[src/tnl_pkg.sv]
// ---------------------------------------------------------------------------
// tnl_pkg: shared types and constants for the timeline node lookup
// Field widths, command kinds, result status codes and register indexes.
// ---------------------------------------------------------------------------
package tnl_pkg;

    localparam int INDEX_W     = 10;
    localparam int TIME_W      = 48;
    localparam int WEIGHT_W    = 17;
    localparam int STATUS_W    = 2;
    localparam int COUNT_W     = 11;
    localparam int TOL_W       = 20;
    localparam int CFG_INDEX_W = 1;
    localparam int CFG_DATA_W  = 20;
    localparam int S_TDATA_W   = 64;
    localparam int M_TDATA_W   = 40;

    localparam int NODES_DEFAULT = 1024;
    localparam int WFB_DEFAULT   = 16;
    localparam int QUEUE_DEPTH   = 2;

    // input command flag carried on s_tuser
    localparam logic CMD_WRITE = 1'b0;
    localparam logic CMD_QUERY = 1'b1;

    // result status carried on m_tuser
    localparam logic [STATUS_W-1:0] ST_QUERY_DONE = 2'd0;
    localparam logic [STATUS_W-1:0] ST_WRITE_ACK  = 2'd1;
    localparam logic [STATUS_W-1:0] ST_FEW_NODES  = 2'd2;

    // configuration register indexes
    localparam logic [CFG_INDEX_W-1:0] REG_NODE_COUNT     = 1'd0;
    localparam logic [CFG_INDEX_W-1:0] REG_TIME_TOLERANCE = 1'd1;

    // what the back end has to do with a queued beat
    typedef enum logic [1:0] {
        KIND_WRITE,   // store the timestamp
        KIND_SKIP,    // index beyond the table: acknowledge only
        KIND_QUERY,   // bracket search and weight
        KIND_FEW      // fewer than two nodes in use
    } kind_t;

    typedef struct packed {
        kind_t               kind;
        logic [INDEX_W-1:0]  node_index;
        logic [TIME_W-1:0]   time_value;
    } cmd_t;

endpackage

[src/tnl_queue.sv]
// ---------------------------------------------------------------------------
// tnl_queue: short command queue between front and back end
// Holds classified beats so that either side can stall on its own.
// ---------------------------------------------------------------------------
module tnl_queue
    import tnl_pkg::*;
#(
    parameter int DEPTH = QUEUE_DEPTH
) (
    input  logic aclk,
    input  logic aresetn,
    input  logic push,
    input  cmd_t push_cmd,
    output logic full,
    input  logic pop,
    output cmd_t head,
    output logic empty
);

    localparam int PTR_W = (DEPTH > 1) ? $clog2(DEPTH) : 1;
    localparam int CNT_W = $clog2(DEPTH + 1);

    cmd_t             slot_reg [DEPTH];
    logic [PTR_W-1:0] wr_ptr_reg, rd_ptr_reg;
    logic [CNT_W-1:0] count_reg;

    assign full  = (count_reg == CNT_W'(DEPTH));
    assign empty = (count_reg == '0);
    assign head  = slot_reg[rd_ptr_reg];

    always_ff @(posedge aclk) begin
        if (push) begin
            slot_reg[wr_ptr_reg] <= push_cmd;
        end
    end

    always_ff @(posedge aclk) begin
        if (!aresetn) begin
            wr_ptr_reg <= '0;
            rd_ptr_reg <= '0;
            count_reg  <= '0;
        end else begin
            if (push) begin
                wr_ptr_reg <= (wr_ptr_reg == PTR_W'(DEPTH - 1)) ? '0 : wr_ptr_reg + 1'b1;
            end
            if (pop) begin
                rd_ptr_reg <= (rd_ptr_reg == PTR_W'(DEPTH - 1)) ? '0 : rd_ptr_reg + 1'b1;
            end
            if (push && !pop) begin
                count_reg <= count_reg + 1'b1;
            end else if (pop && !push) begin
                count_reg <= count_reg - 1'b1;
            end
        end
    end

endmodule

[config.mk]
export PLATFORM = sky130hd
export DESIGN_NAME = tnl_queue
export DESIGN_NICKNAME = d
export VERILOG_FILES = /design/src/tnl_pkg.sv /design/src/tnl_queue.sv
export SDC_FILE = /design/constraint.sdc
export NUM_CORES = 1
export LEC_CHECK = 0
export ABC_AREA = 1
export BUFFER_PORTS_ARGS = -buffer_cell sky130_fd_sc_hd__buf_4
export CAP_MARGIN = 20
export CORE_ASPECT_RATIO = 0.75
export CORE_MARGIN = 2
export CORE_UTILIZATION = 56
export CTS_BUF_LIST = sky130_fd_sc_hd__clkbuf_16
export CTS_CLUSTER_DIAMETER = 150
export DETAILED_ROUTE_END_ITERATION = 10
export PLACE_DENSITY = 0.84
export SLEW_MARGIN = 10
export SYNTH_ARGS = -nofsm -noshare
export SYNTH_HDL_FRONTEND = slang
export SYNTH_SLANG_ARGS = --single-unit
export TNS_END_PERCENT = 50
[constraint.sdc]
create_clock -name aclk -period 11.1 [get_ports aclk]
set_clock_uncertainty 0.15 [all_clocks]
set_input_delay 1.11 -clock aclk [delete_from_list [all_inputs] [get_ports aclk]]
set_output_delay 1.11 -clock aclk [all_outputs]
set_load 0.02 [all_outputs]
==> results of run 1 <==
==> where the power goes <==
part	total [mW]	switching, mW	internal [mW]	leakage, nW
clock	0.524	0.195	0.328	0.259
combinational	0.142	0.0679	0.0738	1.17
sequential	0.558	0.0115	0.546	1.17
==> worst register-to-register path, cell delays in order (launching register included) <==
cell and delay [ns]:
dfxtp_1 0.34, nor2_4 0.66, buf_4 0.55
==> through the flow <==
| step | area (sq um) | power, mW |
|---|---|---|
| after floorplan | 4863 | 0.6526 |
| after global placement | 5832 | 0.7041 |
| after detailed placement | 5832 | 0.7092 |
| after CTS | 6405 | 1.233 |
| after global routing | 6432 | 1.267 |
| final | 6432 | 1.223 |
==> worst max-delay path by stage <==
stage,cells after the start,endpoint,start,slack [ns]
finish,3,head[8],register,7.92
CTS,2,head[8],register,7.76
global placement,4,slot_reg[0][20],push,8.09
detailed placement,4,slot_reg[0][11],push,8.09
floorplan,2,slot_reg[0][0],push,6.80
global route,3,head[8],register,7.82
==> logic make-up (layout without fill, tap and decap cells) <==
logic type	Yosys count	after routing	share of synthesized area [%]
muxes	60	60	18.52
adders and majority gates	1	1	0.2572
DFF	125	125	76.15
and+or+nand+nor	19	19	1.544
AOI/OAI and AO/OA	2	2	0.2056
buffers and inverters	15	168	3.319
==> metal layers <==
layer | track usage [%] | vias to the layer above
li1 | - | 1134
met1 | 22.49 | 1217
met2 | 31.93 | 105
met3 | 7.437 | 12
met4 | 8.193 | 0
met5 | 0 | -
==> synthesized netlist by cell type <==
library cell	instances	area [sq um]
ha_1	1	12.51
nor2_1	9	33.78
buf_12	6	120.1
buf_6	1	11.26
nand2_1	8	30.03
o21ai_0	1	5.000
dfxtp_1	5	100.1
inv_1	8	30.03
nand4_1	1	6.260
a21oi_1	1	5.000
nand3_1	1	5.000
edfxtp_1	120	3603
mux2_4	60	900.9
==> area by class of cell <==
type	instances	area, sq um
flip-flops and latches	125	3707
repair buffers	128	980.9
multi-input cells	82	1006
well taps	108	135.1
clock buffers	17	425.4
fillers	497	2022
inverters	8	30.03
clock inverters	15	147.6
==> results.cfg, run 1 <==
[outcome]
status = completed

[clocking]
postCtsSetupRepairBufs = 0
cts_buffers = 17
cts_tree = yes
ctsHoldBuffers = 0
cts_resized = 0
cts_num_sinks = 125
clkSlewWorstSetupHoldPaths_ns = 0.05
root_buffer = clkbuf_16
htree_levels = 4
cts_buffer_depth = 2
clock_latency_ns = 0.40

[detailed_routing]
routed_wl_microns = 8643
route.detailed.drc = 0
wl_met3_microns = 649
vias_per_cell = 5.110
drt_pass1_iterations = 4
ant_nets = 0
drt_iter0_drc = 92
routedWlPerCell_microns = 17.89
top_layer = met4
met1_length_microns = 3467
routed-wl-met2_microns = 4437
dr_total_vias = 2468

[critical_path]
cp.arrival_ns = 1.92
r2r_slack_ns = 9.04
crit_slowest_cell = dfxtp_4
endpoint_kind = output port
critPathMaxFanout = 35
crit_required_ns = 9.84
cp-start-kind = register
critPathTopFamily = flip-flops
crit_type = reg -> out
rr_worst_depth = 2
worstReg2RegEnd = slot_reg[0][9]
cpPeakStageDelay_ns = 0.67
cp_cell_sequence = buf_16 > mux2_4 > buf_4
crit_buf_inv = 2
rr_startpoint = wr_ptr_reg

[final_layout]
layout_common_cells = 127 x buf_4, 120 x edfxtp_1, 60 x mux2_4, 17 x clkbuf_16
layout_commonest_cell = buf_4
drive_gt1_share_pct = 58.93
largest_register_ffs = 120
final_cells = 483
area_growth_pct = 32.26
final_util_pct = 76.08
layout.nets = 427
antenna-diode-count = 0

[global_route]
overflow = 0
grt_pass1_vias = 2698
grt_max_degree = 61
antenna_found_initial = 0
grt_first_pass_wirelength_microns = 13320
grt_use_total_pct = 19.16

[sta]
period_minus_slack_ns = 3.181
rsz0062_at_grt = no
setup_slack_ns = 7.919
finalSetupViolCount = 0
min_period_over_period_pct = 28.66
whs_ns = 0.3837
hold_violations = 0
tns_ns = 0
maxSlewHeadroom_pct = 45.18
slew_viol_final = 0
fmax_ghz = 0.3144
tightest_slew_ns = 0.8203

[placement]
dp.final_hpwl_microns = 5617
place_ws_ns = 8.092
gp_congestion = 0.6863
numPlacedInstances = 450
numPortBuffers = 125

[power]
leakage_nw = 2.595
powerDensity_nw_per_um2 = 190.1
ir_drop_mv = 0.1314

[floorplanning]
die_w_microns = 111.6
io_pins = 126
fp.dieH_microns = 84.71
rows = 29
dieArea_sq_um = 9454
initial_core_util_pct = 57.53
core_area_sq_um = 8454

[yosys]
ys_seq_elements = 125
avgSynthCellArea_sq_um = 21.91
synthCells = 222
syn-cell-area_sq_um = 4863
syn_nets = 287
synth.distinct_cells = 13
yosysWarningCount = 0
seq_area_frac_synth_pct = 76.15

[hold_path]
min_path_cells = 2
hold_start = rd_ptr_reg
min_path_type = reg -> reg

[job]
cap_violations = 0
No activity file was read; power rests on OpenSTA's default activity.
==> run 2: changes to the inputs <==
--- a/config.mk
+++ b/config.mk
@@ -10,11 +10,11 @@
 export CAP_MARGIN = 20
 export CORE_ASPECT_RATIO = 0.75
 export CORE_MARGIN = 2
-export CORE_UTILIZATION = 56
+export CORE_UTILIZATION = 47
 export CTS_BUF_LIST = sky130_fd_sc_hd__clkbuf_16
 export CTS_CLUSTER_DIAMETER = 150
 export DETAILED_ROUTE_END_ITERATION = 10
-export PLACE_DENSITY = 0.84
+export PLACE_DENSITY = 0.75
 export SLEW_MARGIN = 10
 export SYNTH_ARGS = -nofsm -noshare
 export SYNTH_HDL_FRONTEND = slang
==> constraint.sdc (replaced) <==
create_clock -name aclk -period 2.66 [get_ports aclk]
set_clock_uncertainty 0.15 [all_clocks]
set_input_delay 0.266 -clock aclk [delete_from_list [all_inputs] [get_ports aclk]]
set_output_delay 0.266 -clock aclk [all_outputs]
set_load 0.02 [all_outputs]
==> results.cfg, run 2 (synthesis results as in run 1) <==
[placement]
gp_congestion = 0.7085
numPortBuffers = 125
dp.final_hpwl_microns = 5442

[critical_path]
cp_cell_sequence = buf_4 > mux2_4 > buf_4
crit_slowest_cell = dfxtp_4
crit_required_ns = 2.24
cp.arrival_ns = 1.79
cpPeakStageDelay_ns = 0.57
critPathMaxFanout = 18
endpoint_kind = output port
crit_buf_inv = 2
cp-start-kind = register
crit_top_cell = buf_4
critPathTopFamily = flip-flops
crit_type = reg -> out

[sta]
slew_viol_final = 0
tns_ns = 0
fmax_ghz = 0.4537
finalSetupViolCount = 0
whs_ns = 0.3505
rsz0062_at_grt = no
min_period_over_period_pct = 82.86
maxSlewHeadroom_pct = 68.21
hold_violations = 0
period_minus_slack_ns = 2.204
tightest_slew_ns = 0.4769

[final_layout]
layout_commonest_cell = buf_4
layout_common_cells = 130 x buf_4, 120 x edfxtp_1, 64 x dlygate4sd3_1, 60 x mux2_4, 17 x clkbuf_16
sequential_cell_area_sq_um = 3707
largest_register_ffs = 120
area_growth_pct = 46.75
drive_gt1_share_pct = 49.43
multi_input_area_sq_um = 1006
antenna-diode-count = 0
layout.nets = 494
n_fill_cell = 661

[clocking]
clkSlewWorstSetupHoldPaths_ns = 0.05
cts_buffers = 17
htree_levels = 4
clock_latency_ns = 0.39
cts_tree = yes
root_buffer = clkbuf_16
cts_buffer_depth = 2
postCtsSetupRepairBufs = 0
cts_num_sinks = 125

[detailed_routing]
vias_per_cell = 4.622
route.detailed.drc = 0
drt_iter0_drc = 166
routedWlPerCell_microns = 15.92
routed_wl_microns = 9188
ant_nets = 0
drt_pass1_iterations = 4
dr_total_vias = 2667

[hold_path]
min_path_type = reg -> reg

[job]
cap_violations = 0

[power]
ir_drop_mv = 0.6666
p_seq_share_pct = 44.0
p_sw_share_pct = 20.67
power_switching_mw = 1.089
clock_power_share_pct = 43.1
leakage_nw = 2.921
internal_power_mw = 4.181
powerDensity_nw_per_um2 = 738.5
combPwrFrac_pct = 12.9
finalPower_mw = 5.271

[floorplanning]
initial_core_util_pct = 47.82
die_w_microns = 121.5
rows = 32
dieArea_sq_um = 11190
fp.dieH_microns = 92.10
core_area_sq_um = 10170
io_pins = 126

[global_route]
grt_max_degree = 35
grt_pass1_vias = 2876
overflow = 0
antenna_found_initial = 0
grt_use_total_pct = 17.20
grt_first_pass_wirelength_microns = 14090

[outcome]
status = completed
run 2: changes by cell type in the layout (fill, tap and decap cells not counted), moves of 2 or more:
cell,delta
inv_6,-2
bufinv_16,+2
clkinvlp_4,-7
buf_4,+3
dlygate4sd3_1,+64
inv_1,+4
run 2: worst paths after layout:
path	from	end	slack (ns)	cells past startpoint
hold reg to reg	rd_ptr_reg	register	0.35	2
setup reg to reg	wr_ptr_reg	slot_reg[1][38]	1.19	3
hold / removal	rd_ptr_reg	register	0.35	2
setup / recovery	register	head[44]	0.46	3
run 2: cell type report:
cell class	instances	area share, %
tap	136	2.384
clock inverter	14	2.262
multi-input combinational	82	14.10
timing repair buffer	195	22.93
inverter	8	0.4208
clock buffer	17	5.961
sequential	125	51.95
run 2: worst min-delay path: stages (launching register included):
cell     delay [ns]
dfxtp_1        0.32
nor2_1         0.06
nor2_1         0.08
run 2: per-stage QoR:
step / std cells / utilization [%] / cell area, sq um / setup slack, ns
after floorplan: 222 / - / 4866 / 0.1928
after global placement: 482 / 58.11 / 5909 / 0.8705
after detailed placement: 482 / 58.11 / 5909 / 0.8685
after CTS: 577 / 70.18 / 7137 / 0.4300
after global routing: 577 / 70.18 / 7137 / 0.3700
final: 577 / 70.18 / 7137 / 0.4560
run 2: timing repair:
item,CTS,global route
gates resized for setup,0,0
hold buffers,64,0
endpoints found under the hold margin,124,0
run 2: metal layers:
layer,wire [microns],share of wire (%),global-route usage (%)
met5,0,0,0
met1,3963,43,20.95
met2,4557,50,28.65
met3,570,6.2,5.970
met4,97,1.1,5.939
run 2: power by group through the flow:
stage / logic, mW / clock network (mW) / registers [mW]
global route: 0.722 / 2.40 / 2.33
detailed placement: 0.602 / 0 / 2.36
global placement: 0.595 / 0 / 2.35
floorplan: 0.379 / 0 / 2.34
finish: 0.678 / 2.27 / 2.32
CTS: 0.681 / 2.31 / 2.32
==> run 3: changes to the inputs <==
==> constraint.sdc (replaced) <==
create_clock -name aclk -period 1.9 [get_ports aclk]
set_clock_uncertainty 0.15 [all_clocks]
set_input_delay 0.19 -clock aclk [delete_from_list [all_inputs] [get_ports aclk]]
set_output_delay 0.19 -clock aclk [all_outputs]
set_load 0.02 [all_outputs]
==> results.cfg, run 3 (synthesis results as in run 1) <==
[global_route]
grt_pass1_vias = 2905
grt_max_degree = 47
antenna_found_initial = 0
grt_first_pass_wirelength_microns = 14660
overflow = 0
grt_use_total_pct = 17.85

[clocking]
cts_num_sinks = 125
clkSlewWorstSetupHoldPaths_ns = 0.05
root_buffer = clkbuf_16
clock_latency_ns = 0.40
cts_buffers = 17
htree_levels = 4
postCtsSetupRepairBufs = 0
cts_buffer_depth = 2
cts_tree = yes

[critical_path]
critPathMaxFanout = 24
cp-start-kind = register
crit_slowest_cell = dfxtp_4
endpoint_kind = output port
cpPeakStageDelay_ns = 0.40
crit_required_ns = 1.56
cp.arrival_ns = 1.52
cp_cell_sequence = buf_12 > mux2_4 > buf_6
crit_type = reg -> out
r2r_slack_ns = 0.53

[floorplanning]
dieArea_sq_um = 11190
io_pins = 126
rows = 32
die_w_microns = 121.5
initial_core_util_pct = 47.82
core_area_sq_um = 10170
fp.dieH_microns = 92.10

[sta]
maxSlewHeadroom_pct = 78.36
whs_ns = 0.3408
finalSetupViolCount = 0
period_minus_slack_ns = 1.860
rsz0062_at_grt = yes
tightest_slew_ns = 0.3245
slew_viol_final = 0
setup_slack_ns = 0.03961
fmax_ghz = 0.5375
tns_ns = 0
min_period_over_period_pct = 97.92
hold_violations = 0

[placement]
numPlacedInstances = 483
place_ws_ns = 0.4056
place_area_sq_um = 5942
dp.final_hpwl_microns = 5300
gp_congestion = 0.7163
numPortBuffers = 125

[final_layout]
layout_commonest_cell = edfxtp_1
antenna-diode-count = 0
area_growth_pct = 52.56
drive_gt1_share_pct = 50.79
final_cell_area_sq_um = 7420
final_util_pct = 72.96
layout_common_cells = 120 x edfxtp_1, 75 x buf_4, 64 x dlygate4sd3_1, 60 x mux2_4, 54 x buf_6
largest_register_ffs = 120
final_cells = 579
layout.nets = 496
n_fill_cell = 614

[job]
cap_violations = 0

[power]
powerDensity_nw_per_um2 = 1017
finalPower_mw = 7.549
ir_drop_mv = 1.115
leakage_nw = 3.003

[hold_path]
min_path_type = reg -> reg

[detailed_routing]
vias_per_cell = 4.642
dr_total_vias = 2688
drt_iter0_drc = 140
route.detailed.drc = 0
drt_pass1_iterations = 4
routed_wl_microns = 9466
routedWlPerCell_microns = 16.35
ant_nets = 0

[outcome]
status = completed
-- run 3: changes by cell type in the layout (fill, tap and decap cells not counted), sizes merged --
cell      previous run  this run
inv                 12         8
buf                131       132
clkinvlp             0         2
clkinv               6         8
clkbuf              17        18
-- run 3: worst max-delay path: cells and delay by family (launching register included) --
kind	cells	cell delay, ns
buf+inv	2	0.37
flops	1	0.40
mux	1	0.34
-- run 3: final timing paths --
kind	startpoint	endpoint	cells after the start
hold reg to reg	rd_ptr_reg	rd_ptr_reg	2
setup / recovery	register	head[26]	3
hold / removal	rd_ptr_reg	rd_ptr_reg	2
setup reg to reg	wr_ptr_reg	wr_ptr_reg	4
-- run 3: timing repair --
item,CTS,global route
hold buffers,64,0
cloned,0,1
endpoints found under the hold margin,125,0
resized for setup,31,24
setup endpoints to repair,36,36
-- run 3: routing by layer --
layer  GRT usage, %  up-vias  routed length [microns]
li1               -     1276                        -
met3          6.468       10                      513
met1          21.64     1308                     4083
met2          29.45       94                     4769
met4          6.513        0                       99
met5              0        -                        0
-- run 3: area by class of cell --
class / instances / area, sq um / share of cell area (%)
Sequential cell: 125 / 3707 / 49.97
Timing Repair Buffer: 197 / 1904 / 25.67
Multi-Input combinational cell: 82 / 1006 / 13.56
Clock buffer: 17 / 425.4 / 5.734
Clock inverter: 14 / 176.4 / 2.378
Tap cell: 136 / 170.2 / 2.293
Inverter: 8 / 30.03 / 0.4047
-- run 3: report_power, final --
group	internal (mW)	total, mW	switching [mW]
registers	3.19	3.23	0.0441
logic	0.602	1.07	0.468
clock network	2.16	3.24	1.08
total	5.95	7.55	1.59
