`config.mk`:
```
export PLATFORM = sky130hd
export DESIGN_NAME = tnl_front
export DESIGN_NICKNAME = d
export VERILOG_FILES = /design/src/tnl_pkg.sv /design/src/tnl_front.sv
export SDC_FILE = /design/constraint.sdc
export NUM_CORES = 1
export LEC_CHECK = 0
export BUFFER_PORTS_ARGS = -buffer_cell sky130_fd_sc_hd__buf_4
export CAP_MARGIN = 10
export CORE_UTILIZATION = 32
export DETAILED_ROUTE_END_ITERATION = 8
export PLACE_DENSITY = 0.8
export SLEW_MARGIN = 20
export SYNTH_ARGS = -nofsm -noshare
export SYNTH_HDL_FRONTEND = slang
export SYNTH_SLANG_ARGS = --single-unit
export TNS_END_PERCENT = 50
```
`constraint.sdc`:
```
create_clock -name aclk -period 1 [get_ports aclk]
set_input_delay 0 -clock aclk [delete_from_list [all_inputs] [get_ports aclk]]
set_output_delay 0 -clock aclk [all_outputs]
set_load 0.01 [all_outputs]
```
`src/tnl_pkg.sv`:
```
// ---------------------------------------------------------------------------
// tnl_pkg: shared types and constants for the timeline node lookup
// Field widths, command kinds, result status codes and register indexes.
// ---------------------------------------------------------------------------
package tnl_pkg;

    localparam int INDEX_W     = 10;
    localparam int TIME_W      = 48;
    localparam int WEIGHT_W    = 17;
    localparam int STATUS_W    = 2;
    localparam int COUNT_W     = 11;
    localparam int TOL_W       = 20;
    localparam int CFG_INDEX_W = 1;
    localparam int CFG_DATA_W  = 20;
    localparam int S_TDATA_W   = 64;
    localparam int M_TDATA_W   = 40;

    localparam int NODES_DEFAULT = 1024;
    localparam int WFB_DEFAULT   = 16;
    localparam int QUEUE_DEPTH   = 2;

    // input command flag carried on s_tuser
    localparam logic CMD_WRITE = 1'b0;
    localparam logic CMD_QUERY = 1'b1;

    // result status carried on m_tuser
    localparam logic [STATUS_W-1:0] ST_QUERY_DONE = 2'd0;
    localparam logic [STATUS_W-1:0] ST_WRITE_ACK  = 2'd1;
    localparam logic [STATUS_W-1:0] ST_FEW_NODES  = 2'd2;

    // configuration register indexes
    localparam logic [CFG_INDEX_W-1:0] REG_NODE_COUNT     = 1'd0;
    localparam logic [CFG_INDEX_W-1:0] REG_TIME_TOLERANCE = 1'd1;

    // what the back end has to do with a queued beat
    typedef enum logic [1:0] {
        KIND_WRITE,   // store the timestamp
        KIND_SKIP,    // index beyond the table: acknowledge only
        KIND_QUERY,   // bracket search and weight
        KIND_FEW      // fewer than two nodes in use
    } kind_t;

    typedef struct packed {
        kind_t               kind;
        logic [INDEX_W-1:0]  node_index;
        logic [TIME_W-1:0]   time_value;
    } cmd_t;

endpackage

```
`src/tnl_front.sv`:
```
// ---------------------------------------------------------------------------
// tnl_front: input side of the timeline node lookup
// Holds the configuration registers and classifies each input beat.
// ---------------------------------------------------------------------------
module tnl_front
    import tnl_pkg::*;
#(
    parameter int NODES = NODES_DEFAULT
) (
    input  logic                          aclk,
    input  logic                          aresetn,
    input  logic                          cfg_valid,
    output logic                          cfg_ready,
    input  logic [CFG_INDEX_W-1:0]        cfg_index,
    input  logic [CFG_DATA_W-1:0]         cfg_data,
    input  logic                          in_valid,
    output logic                          in_ready,
    input  logic                          in_cmd,
    input  logic [INDEX_W-1:0]            in_node_index,
    input  logic [TIME_W-1:0]             in_time_value,
    input  logic                          q_full,
    output logic                          push,
    output cmd_t                          push_cmd,
    output logic [$clog2(NODES+1)-1:0]    node_n,
    output logic [TOL_W-1:0]              tolerance
);

    localparam int CNT_W = $clog2(NODES + 1);

    logic [COUNT_W-1:0] node_count_reg;
    logic [TOL_W-1:0]   tolerance_reg;

    assign cfg_ready = 1'b1;
    assign tolerance = tolerance_reg;

    always_ff @(posedge aclk) begin
        if (!aresetn) begin
            node_count_reg <= '0;
            tolerance_reg  <= TOL_W'(1);
        end else if (cfg_valid && cfg_ready) begin
            unique case (cfg_index)
                REG_NODE_COUNT:     node_count_reg <= cfg_data[COUNT_W-1:0];
                REG_TIME_TOLERANCE: tolerance_reg  <= cfg_data[TOL_W-1:0];
            endcase
        end
    end

    // saturate the node count to the table size
    assign node_n = (32'(node_count_reg) > NODES) ? CNT_W'(NODES) : CNT_W'(node_count_reg);

    assign in_ready = !q_full;
    assign push     = in_valid && in_ready;

    always_comb begin
        push_cmd.node_index = in_node_index;
        push_cmd.time_value = in_time_value;
        if (in_cmd == CMD_QUERY) begin
            push_cmd.kind = (node_n < CNT_W'(2)) ? KIND_FEW : KIND_QUERY;
        end else begin
            push_cmd.kind = (32'(in_node_index) < NODES) ? KIND_WRITE : KIND_SKIP;
        end
    end

endmodule

```
==> results of run 1 <==
kinds of logic after synthesis:
| family | after synthesis | synth area share (%) |
|---|---|---|
| flops | 31 | 36.1 |
| simple gates | 82 | 21.4 |
| compound gates | 30 | 13.1 |
| other cells | 1 | 0.218 |
| buf+inv | 72 | 29.1 |
worst paths after layout:
kind                       from            endpoint  slack, ns  cells after the start
max reg2reg  node_count_reg[10]  node_count_reg[10]       0.27                      3
min           in_time_value[33]        push_cmd[33]   0.000004                      0
max           node_count_reg[1]        push_cmd[58]      -0.43                      3
min reg2reg        tolerance[1]        tolerance[1]       0.45                      2
critical path, stage by stage, from the launching register on:
cell and delay, ns:
dfxtp_1 0.31, or4_4 0.54, nor4_4 0.15, buf_4 0.16
what timing repair did:
action | CTS | global route
gates cloned | 1 | 0
hold buffers | 20 | 0
resized for setup | 3 | 11
setup endpoints to repair | 6 | 10
hold endpoints to repair | 31 | 0
metrics by stage:
stage | cells | power, µW | instance area [µm²] | setup slack, ns | setup TNS [ns]
2_1_floorplan | 216 | 1800 | 1730 | -0.0172 | -0.0172
3_3_place_gp | 286 | 1800 | 1850 | -0.115 | -0.115
3_5_place_dp | 286 | 1810 | 1850 | -0.111 | -0.111
4_1_cts | 315 | 3170 | 2180 | -0.417 | -0.417
5_1_grt | 315 | 3280 | 2210 | -0.481 | -0.714
6_report | 315 | 3110 | 2210 | -0.431 | -0.431
power groups by stage:
stage | combinational (µW) | clock, µW | sequential [µW]
finish | 527 | 1260 | 1330
global route | 578 | 1370 | 1340
CTS | 519 | 1320 | 1330
detailed placement | 452 | 0 | 1350
global placement | 447 | 0 | 1350
floorplan | 434 | 0 | 1370
routing by layer:
metal / part of all wire [%] / GRT usage, % / routed length [µm]
met5: 0 / 0 / 0
met1: 39 / 13.9 / 1480
met4: 2.4 / 7.00 / 90
met3: 8.1 / 5.76 / 303
met2: 50 / 23.1 / 1880
cell type report:
type | instances | area share [%]
well taps | 70 | 3.95
repair buffers | 92 | 34.1
inverters | 1 | 0.169
flip-flops and latches | 31 | 28.3
clock buffers | 6 | 3.73
multi-input cells | 113 | 28.1
clock inverters | 2 | 1.58
synth_stat cells (all sizes together):
cell,n
buf,64
nand2,63
dfxtp,31
a21boi,30
nor2b,12
clkbuf,7
and2,1
conb,1
inv,1
nand2b,1
nand3,1
nand3b,1
nor3,1
nor4,1
or4,1
==> key figures, run 1 <==
Pwr
  – Sw Pwr: around 710 µW
  – Sw Ratio: 22.7%
  – Internal Power: between 2000 and 2500 µW
  – Flop pwr share: roughly 43%
  – Clock share of power: approximately 40%
  – Comb pwr share: around 17%
  – Lkg Pwr: about 0.001 µW
  – Power per cell area: around 1400 mW/mm²
  – Max VDD drop: between 600 and 700 µV

STA
  – Final worst setup slack: -0.431 ns
  – Fmax: ~0.7 GHz
  – Slew HR: a little under three fifths
  – Hold_ws: around 0.0000039 ns
  – Slew at the pin closest to its max-slew limit: ~0.64 ns
  – Slew Limit Fails: 0
  – RSZ-0062 raised after global routing: true
  – Crit share post-route: 143%
  – Fin Clk Skew: 0 ns
  – Hold Fails Final Rpt: 0
  – Final setup viols: 1
  – Tmin final: roughly 1.4 ns

Yosys
  – Syn avg cell area: 7.95 µm²
  – Synth Cell Area: between 0.0015 and 0.002 mm²
  – Syn nets: roughly 300
  – Synth area leaders: dfxtp_1, buf_4, nand2_1, a21boi_1, nor2b_1
  – Post-synth top area cell: dfxtp_1
  – Post-synthesis cell type count: 17
  – Synth Warn #: 0
  – Synth top area share: approximately 36%
  – Register bit total from synthesis: 31
  – Register area share after synthesis: a little over a third
  – Synth Instances: 216

Floorplanning
  – Num ports: roughly 180
  – Core Rows: 26
  – Full die area: ~0.0057 mm²
  – Core area: 0.00514 mm²
  – Die height: between 70 and 80 µm
  – Initial Util: approximately a third
  – Die Wd: approximately 75 µm

GRT
  – Antenna violations before repair: 0
  – GR Overflow Total: 0
  – All-Layer GR Usage: between 10 and 15%
  – First-pass GRT wire length: between 5000 and 6000 µm
  – Largest net degree at the start of global routing: 32
  – Vias in the first global route: approximately 1,200

Layout
  – Most frequent cells in the layout: buf_4, nand2_1, a21boi_1
  – Layout cells sized above 1: about 37%
  – Fillers: slightly above 500
  – Max reg flops: 20
  – Leading cell type in the layout, fill and taps excluded: buf_4
  – Multi-input logic area: roughly 620 µm²
  – Register area: roughly 630 µm²
  – Layout area overhead: 28.9%
  – # diodes: 0
  – Final Util: 43.1%
  – NumNets Final: approximately 330

Flow run
  – Max Cap Viol: 0

Detailed routing
  – Drt wl/cell: between 10 and 15 µm
  – DR iter-0 viols: 45
  – First drt pass iteration count: 4
  – DRC viols: 0
  – Routed Antenna Nets: 0
  – Drt total wl: ~3700 µm
  – Vias per cell: 4.30
  – Total number of vias: ~1,400

CTS
  – CTS tree: yes
  – Htree depth: 2
  – Post-CTS setup buffer count: 0
  – Inserted Clock Buffers: 5
  – Root buffer cell: clkbuf_8
  – Max clock buf depth: 2
  – Later-pin clock latency in the skew report: about 0.27 ns
  – Clock slew at reported path FFs: about 0.06 ns
  – CTS Sinks: 31

Status
  – Status: finished, violations left
  – Violated checks: setup timing

Place
  – Placer Congestion: around 0.70
  – Post-DP HPWL: 2520 µm
  – IO buf count: 61

Worst setup path
  – Worst Setup Start Kind: flop
  – Worst EP required: 1.00 ns
  – Critical path class: flop to output port
  – Critical Path End Type: output port
  – Worst-path maximum fanout: 2
  – Critical path data arrival time: around 1.4 ns

Min path
  – Hold Crit Class: input pin to output port
No activity file was read; power rests on OpenSTA's default activity.
==> run 2, diff against run 1 <==
CELL_PAD_IN_SITES_DETAIL_PLACEMENT = 2   (was unset)
CELL_PAD_IN_SITES_GLOBAL_PLACEMENT = 2   (was unset)
CORE_UTILIZATION = 15   (was 32)
PLACE_DENSITY = 0.81   (was 0.8)
==> key figures, run 2 (same netlist as run 1, synthesis figures left out) <==
CTS
  – Max clock buf depth: 2 (unchanged)
  – Root buffer cell: clkbuf_16
  – CTS tree: yes
  – CTS Sinks: 31 (unchanged)
  – Inserted Clock Buffers: 5 (unchanged)
  – Htree depth: 2 (unchanged)
  – Clock slew at reported path FFs: 0.05 ns (about the same)
  – Later-pin clock latency in the skew report: 0.27 ns (about the same)

Detailed routing
  – Drt wl/cell: 13.7 µm (+15%)
  – Routed Antenna Nets: 0 (unchanged)
  – Vias per cell: 3.63 (-15%)
  – DRC viols: 0 (unchanged)
  – Drt total wl: 5280 µm (+41%)
  – DR iter-0 viols: 34 (-24%)
  – Total number of vias: 1,403 (+3.7%)
  – First drt pass iteration count: 4 (unchanged)

GRT
  – Vias in the first global route: 1,535 (+23%)
  – Antenna violations before repair: 0 (unchanged)
  – First-pass GRT wire length: 7780 µm (+39%)
  – All-Layer GR Usage: 8.95% (-4.5 points)
  – GR Overflow Total: 0 (unchanged)
  – Largest net degree at the start of global routing: 32 (unchanged)

Worst setup path
  – CP top delay family: simple AND/OR/NAND/NOR gates
  – Worst EP required: 1.00 ns (about the same)
  – FF-to-FF Start: node_count_reg[10]
  – FF-to-FF End: node_count_reg[10]
  – Critical path class: flop to output port
  – Reg2Reg Depth: 5 (+2)
  – Critical path depth: 3 (unchanged)
  – Critical path data arrival time: 1.43 ns (about the same)
  – Crit-path max cell delay: 0.55 ns (about the same)
  – Worst Setup Start Kind: flop
  – CP Buf/Inv Count: 1 (unchanged)
  – R2R setup slack: 0.04 ns (-0.23 ns)
  – Cell Chain, Critical Path: or4_4 > nor4_4 > buf_4
  – Critical Path End Type: output port
  – Worst-path maximum fanout: 2 (unchanged)
  – Critical path's slowest cell: or4_4

Status
  – Status: finished, violations left
  – Violated checks: setup timing

STA
  – Hold Fails Final Rpt: 0 (unchanged)
  – Hold_ws: 0.00000349 ns (-0.000000412 ns)
  – Fmax: 0.700 GHz (+0.17%)
  – Fin Clk Skew: 0 ns (unchanged)
  – Tmin final: 1.43 ns (-0.00248 ns)
  – Final worst setup slack: -0.429 ns (+0.00248 ns)
  – Crit share post-route: 143% (-0.25 points)
  – Slew Limit Fails: 0 (unchanged)
  – RSZ-0062 raised after global routing: true
  – Final setup viols: 6 (+5)

Min path
  – Hold path cells: 0 (unchanged)
  – Hold Startpoint: in_time_value[41]
  – Hold Crit Class: input pin to output port
  – Worst hold endpoint: push_cmd[41]

Layout
  – Final Util: 21.7% (-21 points)
  – # diodes: 0 (unchanged)
  – NumNets Final: 330 (+0.30%)
  – Max reg flops: 20 (unchanged)
  – Layout area overhead: 38.5%
  – Most frequent cells in the layout: buf_4, nand2_1, a21boi_1
  – Layout cells sized above 1: 38.6% (+1.5 points)
  – Leading cell type in the layout, fill and taps excluded: buf_4

Pwr
  – Power per cell area: 1400 mW/mm² (-0.11%)
  – Lkg Pwr: 0.00102 µW (+2.7%)
  – Max VDD drop: 583 µV (-15%)

Floorplanning
  – Die height: 109 µm (+45%)
  – Num ports: 179 (unchanged)
  – Full die area: 0.0119 mm² (+110%)
  – Core Rows: 38 (+46%)
  – Die Wd: 109 µm (+45%)
  – Core area: 0.0110 mm² (+110%)
  – Initial Util: 15.6% (-18 points)

Place
  – IO buf count: 61 (unchanged)
  – Post-DP HPWL: 3740 µm (+48%)
  – Placer Congestion: 0.650 (-7.0%)

Flow run
  – Max Cap Viol: 0 (unchanged)
[run 2: changes by cell type in the layout (fill, tap and decap cells not counted), sizes merged]
cell	before	now
buf	72	74
bufinv	1	0
clkbuf	6	7
dlygate4sd3	20	19
[run 2: worst max path at each step]
stage | start | end | slack [ns]
2_1_floorplan | node_count_reg[1] | push_cmd[58] | -0.02
3_3_place_gp | node_count_reg[1] | push_cmd[58] | -0.12
3_5_place_dp | node_count_reg[1] | push_cmd[58] | -0.17
4_1_cts | node_count_reg[2] | push_cmd[58] | -0.46
5_1_grt | node_count_reg[2] | push_cmd[58] | -0.48
6_report | node_count_reg[2] | push_cmd[58] | -0.43
[run 2: final cells by class]
type                            instances  area (µm²)
Tap cell                              140         175
Clock inverter                          1        5.00
Fill cell                            1285        8600
Timing Repair Buffer                   93         788
Inverter                                1        3.75
Multi-Input combinational cell        113         648
Sequential cell                        31         627
Clock buffer                            7         133
[run 2: power breakdown]
group	internal [µW]	switching, µW	total [µW]
Clock	918	519	1440
Sequential	1300	37.5	1330
Combinational	325	245	570
[run 2: per-layer routing]
metal  GRT usage (%)  wire [µm]  part of all wire (%)  up-vias
met5               0          0                     0        -
met4            4.05         71                   1.3        0
li1                -          -                     -      670
met2            15.8       2760                    52       49
met3            2.33        273                   5.2       10
met1            10.0       2170                    41      674
[run 2: through the flow]
| stage | TNS [ns] | setup slack (ns) | cell area [µm²] | total power [µW] | std cells |
|---|---|---|---|---|---|
| floorplan | -0.0172 | -0.0172 | 1730 | 1800 | 216 |
| global placement | -0.121 | -0.121 | 1950 | 1830 | 356 |
| detailed placement | -0.166 | -0.166 | 1950 | 1850 | 356 |
| CTS | -0.455 | -0.455 | 2310 | 3420 | 385 |
| global route | -1.08 | -0.477 | 2380 | 3550 | 386 |
| finish | -0.669 | -0.429 | 2380 | 3340 | 386 |
[run 2: what timing repair did]
action	4_1_cts	5_1_grt
cloned	1	0
setup endpoints to repair	11	11
hold endpoints to repair	19	0
pin swaps	1	0
resized for setup	9	16
hold buffers	19	0
buffers inserted	1	2
[run 2: worst register-to-register path, stage by stage (launching register included)]
cell	delay, ns
dfxtp_2	0.36
buf_6	0.11
buf_8	0.12
buf_4	0.11
nand2_1	0.04
a21boi_1	0.15
==> run 3, diff against run 2 <==
CORE_MARGIN = 2   (was unset)
==> key figures, run 3 (same netlist as run 1, synthesis figures left out) <==
Status
  – Status: finished, violations left
  – Violated checks: setup timing

CTS
  – Htree depth: 2 (unchanged)
  – CTS Sinks: 31 (unchanged)
  – Later-pin clock latency in the skew report: 0.27 ns (about the same)
  – CTS tree: yes
  – Clock slew at reported path FFs: 0.05 ns (about the same)
  – Root buffer cell: clkbuf_16
  – Inserted Clock Buffers: 5 (unchanged)
  – Max clock buf depth: 2 (unchanged)

GRT
  – Antenna violations before repair: 0 (unchanged)
  – Largest net degree at the start of global routing: 32 (unchanged)
  – First-pass GRT wire length: 8520 µm (+9.5%)
  – Vias in the first global route: 1,573 (+2.5%)
  – GR Overflow Total: 0 (unchanged)
  – All-Layer GR Usage: 8.89% (-0.062 points)

Detailed routing
  – Drt total wl: 5480 µm (+3.8%)
  – Total number of vias: 1,437 (+2.4%)
  – DR iter-0 viols: 24 (-29%)
  – Routed Antenna Nets: 0 (unchanged)
  – DRC viols: 0 (unchanged)
  – Vias per cell: 3.72 (+2.4%)
  – First drt pass iteration count: 3 (-1)
  – Drt wl/cell: 14.2 µm (+3.8%)

Min path
  – Worst hold endpoint: push_cmd[12]
  – Hold Crit Class: input pin to output port
  – Hold path cells: 0 (unchanged)
  – Hold Startpoint: in_time_value[12]

STA
  – Final worst setup slack: -0.414 ns (+0.0151 ns)
  – Tmin final: 1.41 ns (-0.0151 ns)
  – Setup TNS: -0.420 ns (+0.249 ns)
  – Slew Limit Fails: 0 (unchanged)
  – RSZ-0062 raised after global routing: true
  – Crit share post-route: 141% (-1.5 points)
  – Fmax: 0.707 GHz (+1.1%)
  – Final setup viols: 3 (-3)
  – Fin Clk Skew: 0 ns (unchanged)
  – Hold_ws: 0.00000389 ns (+0.000000406 ns)
  – Hold Fails Final Rpt: 0 (unchanged)

Worst setup path
  – Worst-path maximum fanout: 2 (unchanged)
  – Worst EP required: 1.00 ns (about the same)
  – Reg2Reg Depth: 4 (-1)
  – Critical path's slowest cell: or4_4
  – Worst Setup Start Kind: flop
  – Critical path class: flop to output port
  – FF-to-FF End: node_count_reg[10]
  – Critical Path End Type: output port
  – Crit-path max cell delay: 0.54 ns (about the same)
  – Cell Chain, Critical Path: or4_4 > nor4_4 > buf_4
  – FF-to-FF Start: node_count_reg[10]
  – R2R setup slack: 0.14 ns (+0.10 ns)
  – Critical path data arrival time: 1.41 ns (-0.02 ns)

Place
  – Area after DPL: 0.00197 mm² (+1.2%)
  – Post-DP HPWL: 3820 µm (+2.0%)
  – Place WS: -0.137 ns (+0.0289 ns)
  – Placer Congestion: 0.623 (-4.1%)
  – IO buf count: 61 (unchanged)

Flow run
  – Max Cap Viol: 0 (unchanged)

Layout
  – NumNets Final: 328 (-0.61%)
  – Fillers: 1,319 (+2.6%)
  – Layout cells sized above 1: 38.3% (-0.35 points)
  – Final Util: 20.9% (-0.81 points)
  – Leading cell type in the layout, fill and taps excluded: buf_4
  – Layout area overhead: 36.9%
  – Max reg flops: 20 (unchanged)
  – Most frequent cells in the layout: buf_4, nand2_1, a21boi_1
  – # diodes: 0 (unchanged)
  – Final Instance Area: 0.00235 mm² (-1.2%)

Floorplanning
  – Initial Util: 15.2% (-0.40 points)
  – Core area: 0.0113 mm² (+2.6%)
  – Core Rows: 39 (+2.6%)
  – Die Wd: 111 µm (+1.8%)
  – Full die area: 0.0123 mm² (+3.7%)
  – Num ports: 179 (unchanged)
  – Die height: 111 µm (+1.8%)

Pwr
  – Max VDD drop: 454 µV (-22%)
  – Power per cell area: 1450 mW/mm² (+3.1%)
  – Lkg Pwr: 0.00101 µW (-0.53%)
## run 3: cell types whose count changed in the layout (fill, tap and decap cells not counted)
| cell | delta |
|---|---|
| buf_4 | +2 |
| buf_12 | +1 |
| nor2b_1 | +4 |
| dfxtp_4 | +1 |
| dlygate4sd3_1 | -2 |
| buf_6 | -2 |
| clkbuf_1 | -2 |
| nor2b_4 | -2 |
| clkbuf_8 | +1 |
| buf_8 | -1 |
| dfxtp_1 | -1 |
| nor2b_2 | -2 |
## run 3: final cells by class
class,count,area (µm²),area share [%]
Clock buffer,6,139,5.91
Multi-Input combinational cell,113,628,26.7
Timing Repair Buffer,91,766,32.6
Tap cell,143,179,7.61
Inverter,1,3.75,0.160
Sequential cell,31,631,26.8
Clock inverter,1,5.00,0.213
## run 3: per-layer routing
metal / up-vias / wire (µm) / share of wire [%] / track usage (%)
met1: 699 / 2100 / 38 / 8.92
met5: - / 0 / 0 / 0
met2: 52 / 2930 / 53 / 16.4
li1: 666 / - / - / -
met4: 0 / 92 / 1.7 / 4.20
met3: 20 / 360 / 6.6 / 3.12
## run 3: worst max-delay path by stage
stage               depth (start not counted)      endpoint               from  slack [ns]
finish                                      3  push_cmd[58]  node_count_reg[4]       -0.41
global route                                3  push_cmd[58]  node_count_reg[4]       -0.45
CTS                                         3  push_cmd[58]  node_count_reg[4]       -0.42
detailed placement                          3  push_cmd[58]  node_count_reg[1]       -0.14
global placement                            3  push_cmd[58]  node_count_reg[1]       -0.13
floorplan                                   2  push_cmd[58]  node_count_reg[1]       -0.02
## run 3: repair_timing
item	CTS	global route
resized for setup	9	9
setup buffers	0	1
hold endpoints to repair	19	0
hold buffers	17	0
endpoints found under the setup margin	11	10
cloned	1	0
pin swaps	1	0
## run 3: worst max-delay path: cells and delay by family (launching register included)
family                 cells  cell delay (ns)
buffers and inverters      1             0.16
DFF                        1             0.31
and+or+nand+nor            2             0.68
## run 3: stage by stage
step | cells | power (µW)
after floorplan | 216 | 1800
after global routing | 386 | 3580
after CTS | 385 | 3480
final | 386 | 3400
after global placement | 360 | 1840
after detailed placement | 360 | 1860
## run 3: power by group
group | switching [µW] | internal [µW]
combinational | 244 | 317
clock | 541 | 971
sequential | 35.5 | 1300
